$ cat src/sv/rdp_pkg.sv
// ------------------------------------------------------------------------
// rdp_pkg
// Types and constants shared by the RTP H.264 depacketizer modules.
// ------------------------------------------------------------------------
`default_nettype none

package rdp_pkg;

  // RTP fixed header length in bytes
  localparam int unsigned HEADER_LEN = 12;

  // command queue depth between front and back
  localparam int unsigned QDEPTH = 4;
  localparam int unsigned QAW    = $clog2(QDEPTH);

  // NAL unit constants
  localparam logic [4:0] NAL_TYPE_SINGLE_MAX = 5'h17;
  localparam logic [4:0] NAL_TYPE_FU_A       = 5'h1c;
  localparam logic [7:0] NAL_SPS             = 8'h67;
  localparam logic [7:0] FU_IND_MASK         = 8'he0;

  // packet modes
  localparam logic [1:0] MODE_HEADER  = 2'd0;
  localparam logic [1:0] MODE_SINGLE  = 2'd1;
  localparam logic [1:0] MODE_FU      = 2'd2;
  localparam logic [1:0] MODE_DISCARD = 2'd3;

  // result kinds
  localparam logic [2:0] KIND_DATA      = 3'd0;
  localparam logic [2:0] KIND_EMPTY_END = 3'd1;
  localparam logic [2:0] KIND_GAP       = 3'd2;
  localparam logic [2:0] KIND_SHORT     = 3'd3;
  localparam logic [2:0] KIND_UNSUP     = 3'd4;

  // command operations (front -> back)
  localparam logic [2:0] CMD_NONE      = 3'd0; // gap report only
  localparam logic [2:0] CMD_DATA      = 3'd1;
  localparam logic [2:0] CMD_START     = 3'd2; // start code + NAL byte
  localparam logic [2:0] CMD_EMPTY_END = 3'd3;
  localparam logic [2:0] CMD_SHORT     = 3'd4;
  localparam logic [2:0] CMD_UNSUP     = 3'd5;

  // start code prefix length plus the NAL byte
  localparam logic [2:0] START_LEN = 3'd5;

  typedef struct packed {
    logic       gap;   // sequence gap result goes first
    logic [2:0] op;
    logic [7:0] data;
    logic       fin;   // frame end on the final result
  } cmd_t;

endpackage

`default_nettype wire

$ cat src/sv/rdp_front.sv
// ------------------------------------------------------------------------
// rdp_front
// Tracks packet position, sequence numbers and frame state; turns each
// accepted byte into at most one command word for the back end.
// ------------------------------------------------------------------------
`default_nettype none

module rdp_front import rdp_pkg::*; (
  input  wire logic       clk,
  input  wire logic       rst_n,
  input  wire logic       acc,        // byte accepted this cycle
  input  wire logic [7:0] in_byte,
  input  wire logic       in_pkt_last,
  output cmd_t            cmd,
  output logic            cmd_push
);

  logic [15:0] idx_r, idx_nxt;
  logic [7:0]  seq_hi_r, seq_hi_nxt;
  logic [15:0] prev_seq_r, prev_seq_nxt;
  logic        prev_ok_r, prev_ok_nxt;
  logic [1:0]  mode_r, mode_nxt;
  logic [7:0]  ind_r, ind_nxt;
  logic        fes_r, fes_nxt;
  logic        sps_r, sps_nxt;
  logic        fp_r, fp_nxt;

  logic [15:0] seq;
  logic [7:0]  nal;
  logic        fin;

  // classification and next state
  always_comb begin
    idx_nxt      = idx_r;
    seq_hi_nxt   = seq_hi_r;
    prev_seq_nxt = prev_seq_r;
    prev_ok_nxt  = prev_ok_r;
    mode_nxt     = mode_r;
    ind_nxt      = ind_r;
    fes_nxt      = fes_r;
    sps_nxt      = sps_r;
    fp_nxt       = fp_r;
    cmd          = '{gap: 1'b0, op: CMD_NONE, data: 8'h00, fin: 1'b0};
    seq          = {seq_hi_r, in_byte};
    nal          = (ind_r & FU_IND_MASK) | {3'b000, in_byte[4:0]};
    fin          = 1'b0;

    if (idx_r < 16'(HEADER_LEN)) begin
      // RTP header
      if (idx_r == 16'd2) seq_hi_nxt = in_byte;
      if (idx_r == 16'd3) begin
        cmd.gap      = prev_ok_r && (seq != prev_seq_r + 16'd1);
        prev_seq_nxt = seq;
        prev_ok_nxt  = 1'b1;
      end
      if (in_pkt_last) cmd.op = CMD_SHORT;
    end else if (idx_r == 16'(HEADER_LEN)) begin
      // payload type byte
      if (in_byte[4:0] <= NAL_TYPE_SINGLE_MAX) begin
        mode_nxt = MODE_SINGLE;
        fp_nxt   = sps_r || (in_byte == NAL_SPS);
        if (fp_nxt) begin
          cmd.op   = CMD_START;
          cmd.data = in_byte;
          cmd.fin  = in_pkt_last;
        end
        if (in_pkt_last) begin
          sps_nxt = sps_r | fp_nxt;
          fp_nxt  = 1'b0;
        end
      end else if (in_byte[4:0] == NAL_TYPE_FU_A) begin
        mode_nxt = MODE_FU;
        ind_nxt  = in_byte;
        if (in_pkt_last) cmd.op = CMD_SHORT;
      end else begin
        mode_nxt = MODE_DISCARD;
        cmd.op   = CMD_UNSUP;
      end
    end else if (mode_r == MODE_SINGLE) begin
      if (fp_r) begin
        cmd.op   = CMD_DATA;
        cmd.data = in_byte;
        cmd.fin  = in_pkt_last;
      end
      if (in_pkt_last) begin
        sps_nxt = sps_r | fp_r;
        fp_nxt  = 1'b0;
      end
    end else if (mode_r == MODE_FU) begin
      if (idx_r == 16'(HEADER_LEN + 1)) begin
        // FU header: start / end bits
        fes_nxt = in_byte[6];
        fin     = in_pkt_last && in_byte[6];
        if (in_byte[7]) begin
          fp_nxt = sps_r || (nal == NAL_SPS);
          if (fp_nxt) begin
            cmd.op   = CMD_START;
            cmd.data = nal;
            cmd.fin  = fin;
          end
        end else if (fin && fp_r) begin
          cmd.op  = CMD_EMPTY_END;
          cmd.fin = 1'b1;
        end
      end else begin
        fin = in_pkt_last && fes_r;
        if (fp_r) begin
          cmd.op   = CMD_DATA;
          cmd.data = in_byte;
          cmd.fin  = fin;
        end
      end
      if (fin) begin
        sps_nxt = sps_r | fp_nxt;
        fp_nxt  = 1'b0;
      end
    end

    // packet position
    if (in_pkt_last) begin
      idx_nxt  = 16'd0;
      mode_nxt = MODE_HEADER;
    end else if (idx_r != 16'hffff) begin
      idx_nxt = idx_r + 16'd1;
    end
  end

  assign cmd_push = acc && (cmd.gap || (cmd.op != CMD_NONE));

  // state registers
  always_ff @(posedge clk) begin
    if (!rst_n) begin
      idx_r      <= '0;
      seq_hi_r   <= '0;
      prev_seq_r <= '0;
      prev_ok_r  <= 1'b0;
      mode_r     <= MODE_HEADER;
      ind_r      <= '0;
      fes_r      <= 1'b0;
      sps_r      <= 1'b0;
      fp_r       <= 1'b0;
    end else if (acc) begin
      idx_r      <= idx_nxt;
      seq_hi_r   <= seq_hi_nxt;
      prev_seq_r <= prev_seq_nxt;
      prev_ok_r  <= prev_ok_nxt;
      mode_r     <= mode_nxt;
      ind_r      <= ind_nxt;
      fes_r      <= fes_nxt;
      sps_r      <= sps_nxt;
      fp_r       <= fp_nxt;
    end
  end

endmodule

`default_nettype wire

$ cat src/sv/rdp_cmd_fifo.sv
// ------------------------------------------------------------------------
// rdp_cmd_fifo
// Small command queue that decouples the front end from the back end.
// ------------------------------------------------------------------------
`default_nettype none

module rdp_cmd_fifo import rdp_pkg::*; (
  input  wire logic clk,
  input  wire logic rst_n,
  input  wire logic push,
  input  cmd_t      wdata,
  input  wire logic pop,
  output cmd_t      rdata,
  output logic      full,
  output logic      empty
);

  cmd_t           mem_r [QDEPTH];
  logic [QAW-1:0] wr_ptr_r, rd_ptr_r;
  logic [QAW:0]   cnt_r;

  assign full  = (cnt_r == (QAW+1)'(QDEPTH));
  assign empty = (cnt_r == '0);
  assign rdata = mem_r[rd_ptr_r];

  // storage
  always_ff @(posedge clk) begin
    if (push) mem_r[wr_ptr_r] <= wdata;
  end

  // pointers and fill count
  always_ff @(posedge clk) begin
    if (!rst_n) begin
      wr_ptr_r <= '0;
      rd_ptr_r <= '0;
      cnt_r    <= '0;
    end else begin
      if (push) wr_ptr_r <= wr_ptr_r + 1'b1;
      if (pop)  rd_ptr_r <= rd_ptr_r + 1'b1;
      cnt_r <= cnt_r + (QAW+1)'(push) - (QAW+1)'(pop);
    end
  end

endmodule

`default_nettype wire

$ cat src/sv/rdp_back.sv
// ------------------------------------------------------------------------
// rdp_back
// Expands each command word into result words, one per cycle while the output
// is not stalled by out_ready, into a registered output stage.
// ------------------------------------------------------------------------
`default_nettype none

module rdp_back import rdp_pkg::*; (
  input  wire logic       clk,
  input  wire logic       rst_n,
  input  cmd_t            head,
  input  wire logic       head_ok,     // queue not empty
  output logic            pop,
  output logic            out_valid,
  input  wire logic       out_ready,
  output logic [7:0]      out_byte,
  output logic [2:0]      out_kind,
  output logic            out_frame_start,
  output logic            out_frame_end,
  output logic            out_last
);

  logic       out_valid_r;
  logic [7:0] byte_r,  byte_nxt;
  logic [2:0] kind_r,  kind_nxt;
  logic       fs_r,    fs_nxt;
  logic       fe_r,    fe_nxt;
  logic       last_r,  last_nxt;
  logic [2:0] step_r,  step_nxt;

  logic       load;
  logic [2:0] total;
  logic [2:0] sub;

  assign load = !out_valid_r || out_ready;

  // result selection for the current step of the head command
  always_comb begin
    byte_nxt = 8'h00;
    kind_nxt = KIND_DATA;
    fs_nxt   = 1'b0;
    fe_nxt   = 1'b0;
    sub      = step_r - 3'(head.gap);
    unique case (head.op)
      CMD_NONE:  total = 3'(head.gap);
      CMD_START: total = START_LEN + 3'(head.gap);
      default:   total = 3'd1 + 3'(head.gap);
    endcase

    if (head.gap && (step_r == 3'd0)) begin
      kind_nxt = KIND_GAP;
    end else begin
      unique case (head.op)
        CMD_START: begin
          fs_nxt   = (sub == 3'd0);
          byte_nxt = (sub == 3'd3) ? 8'h01 : 8'h00;
          if (sub == 3'd4) begin
            byte_nxt = head.data;
            fe_nxt   = head.fin;
          end
        end
        CMD_DATA: begin
          byte_nxt = head.data;
          fe_nxt   = head.fin;
        end
        CMD_EMPTY_END: begin
          kind_nxt = KIND_EMPTY_END;
          fe_nxt   = 1'b1;
        end
        CMD_SHORT: kind_nxt = KIND_SHORT;
        CMD_UNSUP: kind_nxt = KIND_UNSUP;
        default:   kind_nxt = KIND_GAP;
      endcase
    end

    last_nxt = (step_r + 3'd1 == total);
    pop      = load && head_ok && last_nxt;
    step_nxt = step_r;
    if (load && head_ok) step_nxt = last_nxt ? 3'd0 : step_r + 3'd1;
  end

  // control
  always_ff @(posedge clk) begin
    if (!rst_n) begin
      out_valid_r <= 1'b0;
      step_r      <= '0;
    end else begin
      step_r <= step_nxt;
      if (load) out_valid_r <= head_ok;
    end
  end

  // output word
  always_ff @(posedge clk) begin
    if (load && head_ok) begin
      byte_r <= byte_nxt;
      kind_r <= kind_nxt;
      fs_r   <= fs_nxt;
      fe_r   <= fe_nxt;
      last_r <= last_nxt;
    end
  end

  assign out_valid       = out_valid_r;
  assign out_byte        = byte_r;
  assign out_kind        = kind_r;
  assign out_frame_start = fs_r;
  assign out_frame_end   = fe_r;
  assign out_last        = last_r;

endmodule

`default_nettype wire

$ cat src/sv/rtp_h264_depacketizer_unit.sv
// Path: command words are queued; result words are registered from the queue head.
// Throughput: one input byte per cycle while the queue is not full; one result
// word per cycle while out_ready allows; a frame start becomes five result words
// (start code + NAL), soaked up by the four-entry front-to-back command queue.
// Reset: rst_n synchronous, active low; clears packet position, sequence
// tracking, frame state, the queue and the output stage.
// ------------------------------------------------------------------------
// rtp_h264_depacketizer_unit
// RTP H.264 depacketizer: single NAL and FU-A packets to start-code stream.
// ------------------------------------------------------------------------
`default_nettype none

module rtp_h264_depacketizer_unit import rdp_pkg::*; (
  input  wire logic       clk,
  input  wire logic       rst_n,
  input  wire logic       in_valid,
  output logic            in_ready,
  input  wire logic [7:0] in_byte,
  input  wire logic       in_pkt_last,
  output logic            out_valid,
  input  wire logic       out_ready,
  output logic [7:0]      out_byte,
  output logic [2:0]      out_kind,
  output logic            out_frame_start,
  output logic            out_frame_end,
  output logic            out_last
);

  cmd_t cmd, head;
  logic cmd_push, pop, full, empty, acc;

  assign in_ready = !full;
  assign acc      = in_valid && in_ready;

  rdp_front u_front (
    .clk         (clk),
    .rst_n       (rst_n),
    .acc         (acc),
    .in_byte     (in_byte),
    .in_pkt_last (in_pkt_last),
    .cmd         (cmd),
    .cmd_push    (cmd_push)
  );

  rdp_cmd_fifo u_fifo (
    .clk   (clk),
    .rst_n (rst_n),
    .push  (cmd_push),
    .wdata (cmd),
    .pop   (pop),
    .rdata (head),
    .full  (full),
    .empty (empty)
  );

  rdp_back u_back (
    .clk             (clk),
    .rst_n           (rst_n),
    .head            (head),
    .head_ok         (!empty),
    .pop             (pop),
    .out_valid       (out_valid),
    .out_ready       (out_ready),
    .out_byte        (out_byte),
    .out_kind        (out_kind),
    .out_frame_start (out_frame_start),
    .out_frame_end   (out_frame_end),
    .out_last        (out_last)
  );

endmodule

`default_nettype wire

$ cat config.mk
export PLATFORM = sky130hd
export DESIGN_NAME = rtp_h264_depacketizer_unit
export DESIGN_NICKNAME = d
export VERILOG_FILES = /design/src/sv/rdp_pkg.sv /design/src/sv/rdp_front.sv /design/src/sv/rdp_cmd_fifo.sv /design/src/sv/rdp_back.sv /design/src/sv/rtp_h264_depacketizer_unit.sv
export SDC_FILE = /design/constraint.sdc
export NUM_CORES = 1
export LEC_CHECK = 0
export BUFFER_PORTS_ARGS = -buffer_cell sky130_fd_sc_hd__buf_2
export CORE_MARGIN = 1.5
export CORE_UTILIZATION = 30
export DETAILED_ROUTE_END_ITERATION = 8
export GPL_ROUTABILITY_DRIVEN = 0
export SLEW_MARGIN = 30
export SYNTH_ARGS = -nofsm -noshare
export SYNTH_HDL_FRONTEND = slang
export SYNTH_SLANG_ARGS = --single-unit
export TNS_END_PERCENT = 50
$ cat constraint.sdc
create_clock -name clk -period 9.3 [get_ports clk]
set_input_delay 2.79 -clock clk [delete_from_list [all_inputs] [get_ports clk]]
set_output_delay 2.79 -clock clk [all_outputs]
set_load 0.05 [all_outputs]
**After elaboration in Yosys (flattened, before gate mapping)**

Memory sizes are Yosys's and may differ from the RTL's. A register that Yosys moved wholly into a read port is not among the register bits.
Cells that the tools add are included.

- Add/subtract/negate cells: 10
- Order comparisons: 2
- Eq/ne operators: 25
- Mux-type cells: 65
- Bitwise logic cells: 9
- Reductions and logical operators: 35

Operator list:

| kind | count |
|---|---|
| 2-to-1 mux 12 bit | 4 |
| 2-to-1 mux 1 bit | 34 |
| adder 16 x 1 -> 16 bit, second input constant | 2 |
| == test 16 x 2 -> 1 bit, second input constant | 2 |
| == test 16 x 4 -> 1 bit, second input constant | 2 |
| 2-to-1 mux 16 bit | 2 |
| 2-to-1 mux 11 bit | 2 |
| 2-to-1 mux 10 bit | 2 |
| 2-to-1 mux 3 bit | 6 |
| 2-to-1 mux 9 bit | 2 |
| == test 8 x 7 -> 1 bit, second input constant | 2 |
| < comparator 16 x 4 -> 1 bit, second input constant | 1 |
| 2-to-1 mux 8 bit | 2 |
| != test 16 bit | 1 |
| != test 16 bit, second input constant | 1 |
| one-hot mux 8 bit (2 select lines) | 1 |
| 2-to-1 mux 2 bit | 7 |
| == test 3 bit, second input constant | 4 |
| zero test 3 bit | 4 |
| one-hot mux 3 bit (4 select lines) | 1 |
| AND reduction 5 bit | 2 |
| == test 3 x 2 -> 1 bit, second input constant | 3 |
| logical AND 1 bit | 9 |
| AND reduction 3 bit | 3 |
| other kinds (27) | 47 |

- Register bits: 79
- RAM bits: 52
- Output and inout bits: 16
- Logic and storage cells: 166
- Memories: 1

Memory list:

| name | words | bits a word | read ports | clocked after Yosys merged registers in | write ports | RTL line | text |
|---|---|---|---|---|---|---|---|
| u_fifo.mem_r | 4 | 13 | 1 | 1 | 1 | rdp_cmd_fifo.sv:18 | `cmd_t mem_r [QDEPTH];` |

**Longest topological paths before layout**

- Depth after elaboration: 15
- Depth in mapped cells: 17

**Cells and area by module**

From an unflattened synthesis, not the netlist that was laid out.

- Cells, all modules: 600
- Area total of the unflattened synthesis: 6625.1 um2

Modules (own cells, without submodules):

| module | times used | cells each | area each (um2) | seq. area each (um2) |
|---|---|---|---|---|
| rdp_front | 1 | 401 | 3313.2 | 980.9 |
| rdp_cmd_fifo | 1 | 110 | 2324.7 | 1741.7 |
| rdp_back | 1 | 86 | 973.4 | 500.5 |
| rtp_h264_depacketizer_unit | 1 | 3 | 13.8 | 0.0 |

**Worst setup path after synthesis**

OpenSTA, ideal clock, no wires.

- Kind: input port to flip-flop
- Start point: input port in_byte[3]
- End point: register u_fifo.cnt_r[2]
- Data arrival time: 5.501 ns
- Setup slack: 3.685 ns
- Cell stages on the path: 15
- Path buffers: 1
- Cells stage by stage: clkbuf_1 > nor4bb_1 > a41oi_1 > a21o_1 > a21oi_1 > o221ai_2 > a31oi_1 > a31o_2 > inv_2 > ha_1 > inv_1 > ha_1 > fa_1 > xnor2_1 > and2_1

- Cells in the longest elaborated chain, start to end: 15
- Elaborated cells between the ends (all ways): 26
- Classes of those cells: add/sub: 2; order compare: 1; eq/ne: 4; mux: 12; bitwise: 1; reduce/logical: 6

Ends and longest elaborated chain:

| item | RTL line | text |
|---|---|---|
| start: declaration | rtp_h264_depacketizer_unit.sv:18 | `input wire logic [7:0] in_byte,` |
| OR 8 x 5 -> 8 bit | rdp_front.sv:45 | `nal = (ind_r & FU_IND_MASK) \| {3'b000, in_byte[4:0]};` |
| == test 8 x 7 -> 1 bit | rdp_front.sv:95 | `fp_nxt = sps_r \|\| (nal == NAL_SPS);` |
| logical OR 1 bit | rdp_front.sv:95 |  |
| 2-to-1 mux 11 bit | rdp_front.sv:96 | `if (fp_nxt) begin` |
| 2-to-1 mux 3 bit | rdp_front.sv:94 | `if (in_byte[7]) begin` |
| 2-to-1 mux 12 bit | rdp_front.sv:90 | `if (idx_r == 16'(HEADER_LEN + 1)) begin` |
| 2-to-1 mux 12 bit | rdp_front.sv:89 | `end else if (mode_r == MODE_FU) begin` |
| 2-to-1 mux 12 bit | rdp_front.sv:79 | `end else if (mode_r == MODE_SINGLE) begin` |
| 2-to-1 mux 12 bit | rdp_front.sv:57 | `end else if (idx_r == 16'(HEADER_LEN)) begin` |
| 2-to-1 mux 3 bit | rdp_front.sv:48 | `if (idx_r < 16'(HEADER_LEN)) begin` |
| nonzero test 3 bit | rdp_front.sv:128 | `assign cmd_push = acc && (cmd.gap \|\| (cmd.op != CMD_NONE));` |
| logical OR 1 bit (*) | rdp_front.sv:128 |  |
| logical AND 1 bit (*) | rdp_front.sv:128 |  |
| adder 3 x 1 -> 3 bit (*) | rdp_cmd_fifo.sv:40 | `cnt_r <= cnt_r + (QAW+1)'(push) - (QAW+1)'(pop);` |
| subtractor 3 x 1 -> 3 bit (*) | rdp_cmd_fifo.sv:40 |  |
| end signal: assignment | rdp_cmd_fifo.sv:40 |  |
| end: declaration | rdp_cmd_fifo.sv:20 | `logic [QAW:0] cnt_r;` |

Mark *: on every way between the ends. The rest lies on a longest branch, timed or not.
A chain may end at the register's enable or synchronous reset.

**Final worst setup path**

Same ends and word-level chain as after synthesis.

==> impl_metrics.py <==
metrics = {
    "placed_design": {
        "io_buffers": 28,
        "dp_hpwl_um": 9220,
    },
    "routing": {
        "route.detailed.drc": 0,
        "viasPerCell": 4.79,
        "wirelength_um": 13100,
        "drt_iter0_markers": 277,
        "drt_first_pass_iters": 4,
        "ant_nets": 0,
        "routedWlPerCell_um": 14.3,
        "num_vias": 4413,
    },
    "clock_tree": {
        "htreeDepth": 4,
        "cts_buffer_depth": 2,
        "clock_latency_ns": 0.41,
        "post_cts_resized": 0,
        "postCtsSetupRepairBufs": 0,
        "cts.sinks": 128,
        "clk_pin_slew_ns": 0.06,
        "clock-root-buffer": "clkbuf_16",
        "cts_tree": "done",
        "ctsHoldBuffers": 0,
        "numCtsBuffers": 17,
    },
    "die": {
        "die_w_um": 149,
        "initial_core_util": 0.304,
        "row_count": 53,
        "die-area_um2": 22100,
        "io_pins": 29,
        "die_y_um": 149,
        "coreArea_um2": 21000,
    },
    "layout": {
        "antennaDiodeCount": 0,
        "ff_latch_area_um2": 3220,
        "finalNetCount": 664,
        "area_growth_pct": 15.2,
        "multiInputGateArea_um2": 2970,
        "fillers": 2115,
        "drive_above_1_share": 0.138,
        "final_util": 0.350,
    },
    "sta": {
        "hold_violations": 0,
        "fin_setup_tns_ns": 0,
        "setup_viol": 0,
        "slew_headroom": 0.472,
        "skew_ns": 0.0101,
        "rsz0062_at_grt": "no",
        "maxSlewViolCount": 0,
        "tightest_slew_ns": 0.790,
        "clock.fmax_ghz": 0.181,
        "fin_crit_ns": 5.54,
        "finalCritPeriodShare": 0.595,
    },
    "worst_setup_path": {
        "critPathLaunchType": "input pin",
        "crit_path_start": "in_byte[3]",
        "critPathRequiredTime_ns": 9.60,
        "max_stage_delay_ns": 0.41,
        "r2r_start": "u_front.idx_r[4]",
        "r2r_cells": 14,
        "end_kind": "flip-flop",
        "crit_arrival_ns": 5.84,
        "r2r_slack_ns": 5.40,
        "cp_common_cell": "ha_1",
        "crit_path_top_delay_cell": "nor4bb_1",
        "worstSetupEndpoint": "u_fifo.cnt_r[2]",
        "critPathKind": "in2reg",
        "crit_fanout": 10,
        "reg2reg_to": "u_fifo.cnt_r[2]",
        "cp_cell_sequence": "buf_2, nor4bb_1, a41oi_1, a21o_1, a21oi_1, o221ai_2, a31oi_1, a31o_2, inv_2, ha_1, inv_1, ha_1, fa_1, xnor2_1, and2_1",
    },
    "global_route": {
        "grtUsageTotal": 0.127,
        "antenna_found_initial": 0,
        "grt_pass1_vias": 4216,
        "grt_overflow": 0,
        "grt_pass1_wl_um": 21600,
        "grt_max_degree": 50,
    },
    "logic_synthesis": {
        "ys_ff_latch": 128,
        "seq_area_frac_synth": 0.506,
        "synth_cell_types": 66,
        "async_reset_ff_frac": 0,
        "synth_area_leaders": "edfxtp_1 31%, dfxtp_1 19%, nand2_1 5.2%",
        "synth_top_flop_cell": "edfxtp_1",
        "synth-edff-count": 66,
        "synth_fp_nets": 644,
        "synth_cells": 613,
        "synth_top_area_share": 0.311,
        "yosys.area.top_type": "edfxtp_1",
        "syn_area_um2": 6370,
        "synth_warnings": 0,
        "avgSynthCellArea_um2": 10.4,
    },
    "run": {
        "drv_cap": 0,
    },
    "pwr": {
        "total_leakage_power_nw": 2.57,
        "max-vdd-ir-drop_mv": 0.132,
        "power.density_nw_per_um2": 238,
    },
    "min_path": {
        "hold_depth": 2,
        "hold_path.class": "reg2reg",
    },
    "run_status": {
        "status": "finished, final reports clean",
    },
}
-- cells in the final DEF (no fill, tap or decap), types with 5 or more instances in the layout --
cell type and n:
a21boi_1 28, a21oi_1 18, a31oi_1 5, and2_1 15, and3_1 14, and4_1 5, buf_2 28, clkbuf_16 19
dfxtp_1 61, edfxtp_1 66, ha_1 17, inv_1 19, mux2i_1 9, mux4_2 13, nand2_1 88, nand2b_1 10
nand3_1 25, nand4_1 7, nor2_1 37, nor2b_1 11, nor3_1 12, nor4_1 7, o21a_1 5, o21ai_0 12
o21ai_1 6, xnor2_1 16, xor2_1 21
-- power by group --
group          internal [mW]  leakage, nW  switching (mW)
registers              0.663         1.13          0.0390
clock network          0.395        0.293           0.246
logic                  0.133         1.15           0.272
total                   1.19         2.57           0.557
-- cell usage after synthesis, types with 5 or more instances --
master,number
a21oi_1,18
a21boi_1,28
mux2i_1,9
and4_1,5
nor3_1,12
nor4_1,7
edfxtp_1,66
mux4_2,13
dfxtp_1,62
nand3_1,25
nand2b_1,10
and3_1,14
inv_1,19
and2_1,15
nand4_1,7
clkbuf_1,22
xnor2_1,16
nor2b_1,11
o21a_1,5
nand2_1,88
o21ai_0,12
a31oi_1,5
ha_1,17
xor2_1,21
nor2_1,37
o21ai_1,7
-- worst min path at each step --
| stage | startpoint | end | slack (ns) |
|---|---|---|---|
| detailed placement | u_front.prev_seq_r[15] | u_front.prev_seq_r[15] | 0.46 |
| finish | u_front.prev_seq_r[15] | u_front.prev_seq_r[15] | 0.47 |
| global route | u_front.prev_seq_r[15] | u_front.prev_seq_r[15] | 0.50 |
| global placement | u_front.prev_seq_r[15] | u_front.prev_seq_r[15] | 0.45 |
| CTS | u_front.prev_seq_r[15] | u_front.prev_seq_r[15] | 0.47 |
| floorplan | u_front.prev_seq_r[15] | u_front.prev_seq_r[15] | 0.44 |
-- critical path, delay by kind of cell --
kind                       cells  cell delay (ns)
AOI/OAI and AO/OA              6             1.26
adders and majority gates      3             0.83
and+or+nand+nor                2             0.55
buffers and inverters          3             0.27
xor gates and xnor gates       1             0.13
-- final cells by class --
class	instances	share of cell area
clock buffer	22	0.0704
clock inverter	10	0.00971
inverter	21	0.0107
multi-input combinational	437	0.404
sequential	128	0.439
tap	275	0.0469
timing repair buffer	28	0.0191
-- cells by family (layout without fill, tap and decap cells) --
logic type / after synthesis / after routing / share of synthesized area
buffers and inverters: 48 / 81 / 0.0291
AO/OA/AOI/OAI: 98 / 98 / 0.104
flip-flops: 128 / 128 / 0.506
adder cells (fa/ha/maj): 18 / 18 / 0.0365
multiplexers: 22 / 22 / 0.0601
AND/OR/NAND/NOR: 262 / 262 / 0.213
XOR/XNOR: 37 / 37 / 0.0509
-- layer usage --
layer  routed length, µm  global-route usage  vias up  share of wire
li1                    -                   -     2241              -
met1                6420               0.164     2073           0.49
met2                5920               0.202       82           0.45
met3                 565              0.0346       17          0.043
met4                 222              0.0470        0          0.017
met5                   0                   0        -              0
-- sequential cells by signal, indices dropped and copies added (netlist names), named ones only --
| signal | cells |
|---|---|
| u_back.out_byte | 8 |
| u_back.out_frame_end | 1 |
| u_back.out_frame_start | 1 |
| u_back.out_kind | 3 |
| u_back.out_last | 1 |
| u_back.out_valid | 1 |
| u_back.step_r | 3 |
| u_fifo.cnt_r | 3 |
| u_fifo.mem_r | 52 |
| u_fifo.rd_ptr_r | 2 |
| u_fifo.wr_ptr_r | 2 |
| u_front.fes_r | 1 |
| u_front.fp_r | 1 |
| u_front.idx_r | 16 |
| u_front.ind_r | 3 |
| u_front.mode_r | 2 |
| u_front.prev_ok_r | 1 |
| u_front.prev_seq_r | 16 |
| u_front.seq_hi_r | 8 |
| u_front.sps_r | 1 |
-- through the flow --
stage | hold slack, ns | cell area (µm²) | setup slack, ns | total power, mW | cells
4_1_cts | 0.470 | 7340 | 3.81 | 1.77 | 921
5_1_grt | 0.495 | 7340 | 3.54 | 1.84 | 921
2_1_floorplan | 0.442 | 6370 | 3.68 | 1.04 | 613
3_3_place_gp | 0.454 | 6750 | 3.47 | 1.12 | 889
6_report | 0.466 | 7340 | 3.76 | 1.75 | 921
3_5_place_dp | 0.461 | 6750 | 3.38 | 1.12 | 889
Power figures use the tool's default switching activity.
